==> config.mk <==
export PLATFORM = sky130hd
export DESIGN_NAME = eft_ram
export DESIGN_NICKNAME = d
export VERILOG_FILES = /design/src/rtl/core/eft_ram.sv
export SDC_FILE = /design/constraint.sdc
export NUM_CORES = 1
export LEC_CHECK = 0
export BUFFER_PORTS_ARGS = -buffer_cell sky130_fd_sc_hd__buf_4
export CORE_MARGIN = 2
export CORE_UTILIZATION = 60
export DETAILED_ROUTE_END_ITERATION = 16
export PLACE_DENSITY = 0.78
export SETUP_SLACK_MARGIN = 0.4
export SYNTH_ARGS = -nofsm -noshare
export SYNTH_HDL_FRONTEND = slang
export SYNTH_SLANG_ARGS = --single-unit
==> constraint.sdc <==
create_clock -name clk -period 1.71 [get_ports clk]
set_input_delay 0.0855 -clock clk [delete_from_list [all_inputs] [get_ports clk]]
set_output_delay 0.0855 -clock clk [all_outputs]
set_load 0.01 [all_outputs]
==> src/rtl/core/eft_ram.sv <==
module eft_ram #(
  parameter int WIDTH = 8,
  parameter int DEPTH = 16
) (
  input  logic                     clk,
  input  logic                     we,
  input  logic [$clog2(DEPTH)-1:0] waddr,
  input  logic [WIDTH-1:0]         wdata,
  input  logic [$clog2(DEPTH)-1:0] raddr,
  output logic [WIDTH-1:0]         rdata
);

  logic [WIDTH-1:0] mem [DEPTH];

  always_ff @(posedge clk) begin
    if (we) begin
      mem[waddr] <= wdata;
    end
    rdata <= mem[raddr];
  end

endmodule
# Yosys cells after proc, flatten, opt, wreduce, memory -nomap -nowiden
# Memory sizes are Yosys's and may differ from the RTL's. A register that Yosys moved wholly into a read port is not among the register bits.
# Index checks and enable logic that the tools add are counted.
# word_totals
reg_bits	0
mem_bits_rw	128
word_cells	3
mem_count	1
# mem_list
name	words	width	rd	rd_ports_with_merged_regs	wr	line_no	source
mem	16	8	1	1	1	13	logic [WIDTH-1:0] mem [DEPTH];
# op_classes
mux	2
# op_table
op	count
$mux W1	2

# Logic depth before layout (Yosys ltp)
# logic_depth
word_depth	2
mapped_depth	5
ltp_nobuf	3

# Worst setup path after synthesis
# No wires, ideal clock.
# synth_timing
path_type	input -> register
from	in waddr[2]
to	mem mem[0][0] (enable)
setup_time_ns	0.383
t_arrival_ns	1.195
setup_slack_ns	0.132
path_stages	2
cell_sequence	or3b_2 nor3_1
# synth_lines
element	line_no	source
start, declared	7	input logic [$clog2(DEPTH)-1:0] waddr,
end, declared	13	
# Straight into the memory's write port.

==> out/metrics.yaml <==
fillers: 455
dieHeight_um: 96.6
setup_violations: 0
hold_path_class: "input port to flip-flop"
power_density_mw_per_mm2: 1210
synth-seq-cells: 136
grt_pass1_vias: 2635
required_ns: 2.11
netlist_area_sq_mm: 0.00515
ys.warnings.count: 0
hold_viol_final: 0
drtIter0Drc: 264
via_per_inst: 6.23
yosys.area_share.simple_pct: 3.18
crit_path_end_kind: "flip-flop"
fin_crit_ns: 1.31
synth_fa_ha_area_share_pct: 0
slew_viol_final: 0
worstPathArrival_ns: 1.71
p_leak_uw: 0.00209
status: "complete, no violations"
cp-start-kind: "flip-flop"
die_w_um: 96.6
numPortBuffers: 25
start_util_pct: 62.3
synth_area_leader_cell: "edfxtp_1"
fin_area_sq_mm: 0.00620
route.detailed.drc: 0
nets: 309
synthXorXnorAreaFrac_pct: 0
antenna_found_initial: 0
cts_buffers: 17
vdd.ir_drop.worst_mv: 0.736
first_pass_iters: 4
coreArea_sq_mm: 0.00826
antenna_cells: 0
cts_max_level: 4
tritoncts: "yes"
place_hpwl_um: 5780
grt_pass1_wl_um: 15700
synth_compound_area_share_pct: 2.33
synth_area_per_cell_sq_um: 22.5
path_clk_slew_ns: 0.06
globalplace.congestion: 0.749
grt_usage_pct: 23.4
synth_cell_types: 19
synth_flop_cell: "edfxtp_1"
dieArea_sq_mm: 0.00934
fmax_mhz: 763
grt_max_degree: 33
drive_above_1_share_pct: 35.0
clock_sink_count: 136
postPlaceCellArea_sq_mm: 0.00556
io_pins: 26
synth_commonest_cells: "128 x edfxtp_1, 18 x mux4_2, 16 x a22oi_1, 14 x mux4_1, 13 x nor2_1"
cts_buffer_depth: 2
cts_root_buf: "clkbuf_8"
syn_to_final_growth_pct: 20.4
synth_top_family_by_area: "multiplexers"
slew_headroom_pct: 65.4
rsz0062_at_grt: "true"
totalWireLength_um: 10000
synth_nets: 247
antenna_left: 0
synthCells: 229
synth_edf_count: 128
finalCritPeriodShare_pct: 76.7
overflow: 0
synth-seq-area-share_pct: 77.8
tns_ns: 0
vias: 2542
synth.most_common_cell: "edfxtp_1"
skew_ns: 0.00653
synth_top_cell_area_share_pct: 74.7
tightest_slew_ns: 0.519
async_flop_share_pct: 0
yosys-top-cells-area: "edfxtp_1 75%, mux4_2 7.9%, mux4_1 7.1%"
synth.area.mux_share_pct: 15.0
clk_latency_ns: 0.52
max_cap_violations: 0
critPathKind: "flip-flop to flip-flop"
placementRows: 33
crit_path_max_fanout: 1
wl_per_cell_um: 24.6
-- flip-flops by register name, indices dropped and copies added, names as in the netlist --
| register | cells |
|---|---|
| rdata | 8 |
| mem | 128 |
-- path summary, 6_finish.rpt --
path / end / slack [ns] / from / depth (start not counted)
setup / recovery: rdata[0] / 0.40 / mem[3][0] / 3
hold / removal: mem[0][5] / 0.08 / waddr[1] / 3
setup reg to reg: rdata[0] / 0.40 / mem[3][0] / 3
hold reg to reg: rdata[2] / 0.69 / mem[12][2] / 3
-- metal layers --
layer | GRT usage, % | up-vias | part of all wire (%) | routed length [um]
li1 | - | 1086 | - | -
met1 | 34.5 | 1296 | 39 | 3910
met2 | 35.0 | 150 | 51 | 5070
met3 | 6.00 | 10 | 9.1 | 914
met4 | 7.69 | 0 | 1.3 | 130
met5 | 0 | - | 0 | 0
-- cells in the final DEF, fill, tap and decap left out, drive strengths merged, types with 2 or more instances in the layout --
| master | count |
|---|---|
| edfxtp | 128 |
| buf | 45 |
| mux4 | 32 |
| clkbuf | 20 |
| a22oi | 16 |
| nor2 | 13 |
| nand2 | 9 |
| dlygate4sd3 | 8 |
| dfxtp | 8 |
| clkinv | 6 |
| nor3 | 4 |
| clkinvlp | 3 |
| nand3b | 2 |
| nand2b | 2 |
| bufinv | 2 |
-- layout make-up --
cell class,instances,area (sq um),share of cell area (%)
Clock inverter,11,108,1.74
Sequential cell,136,4000,64.6
Timing Repair Buffer,53,443,7.15
Clock buffer,20,425,6.86
Multi-Input combinational cell,83,1090,17.5
Tap cell,105,131,2.12
-- repair_timing --
action	4_1_cts	5_1_grt
gates resized for setup	7	10
buffers inserted	0	0
hold buffers	8	0
hold endpoints to repair	128	0
setup endpoints to repair	4	7
pin swaps	3	4
-- critical path, cell delays in order (launching register included) --
cell	delay, ns
edfxtp_1	0.38
mux4_2	0.49
a22oi_2	0.25
nand2_1	0.07
-- power breakdown --
part	internal, uW	switching [uW]	leakage (uW)	total, uW
registers	3730	28.8	0.00122	3760
clock network	2040	1280	0.000251	3320
logic	197	211	0.000615	407
total	5960	1520	0.00209	7480
-- per-stage QoR --
| step | util (%) | power, uW | worst slack, ns | hold WS (ns) | std cells |
|---|---|---|---|---|---|
| 2_1_floorplan | - | 4010 | 0.358 | 0.184 | 229 |
| 3_3_place_gp | 67.3 | 4180 | 0.251 | 0.383 | 369 |
| 3_5_place_dp | 67.3 | 4190 | 0.214 | 0.391 | 369 |
| 4_1_cts | 75.0 | 7510 | 0.387 | 0.0798 | 408 |
| 5_1_grt | 75.0 | 7710 | 0.365 | 0.0871 | 408 |
| 6_report | 75.0 | 7480 | 0.399 | 0.0846 | 408 |
-- kinds of logic (layout without fill, tap and decap cells) --
| kind of cell | Yosys count | after routing |
|---|---|---|
| flops | 136 | 136 |
| compound gates | 16 | 16 |
| mux | 32 | 32 |
| buf+inv | 10 | 84 |
| simple gates | 35 | 35 |
Power figures use the tool's default switching activity.
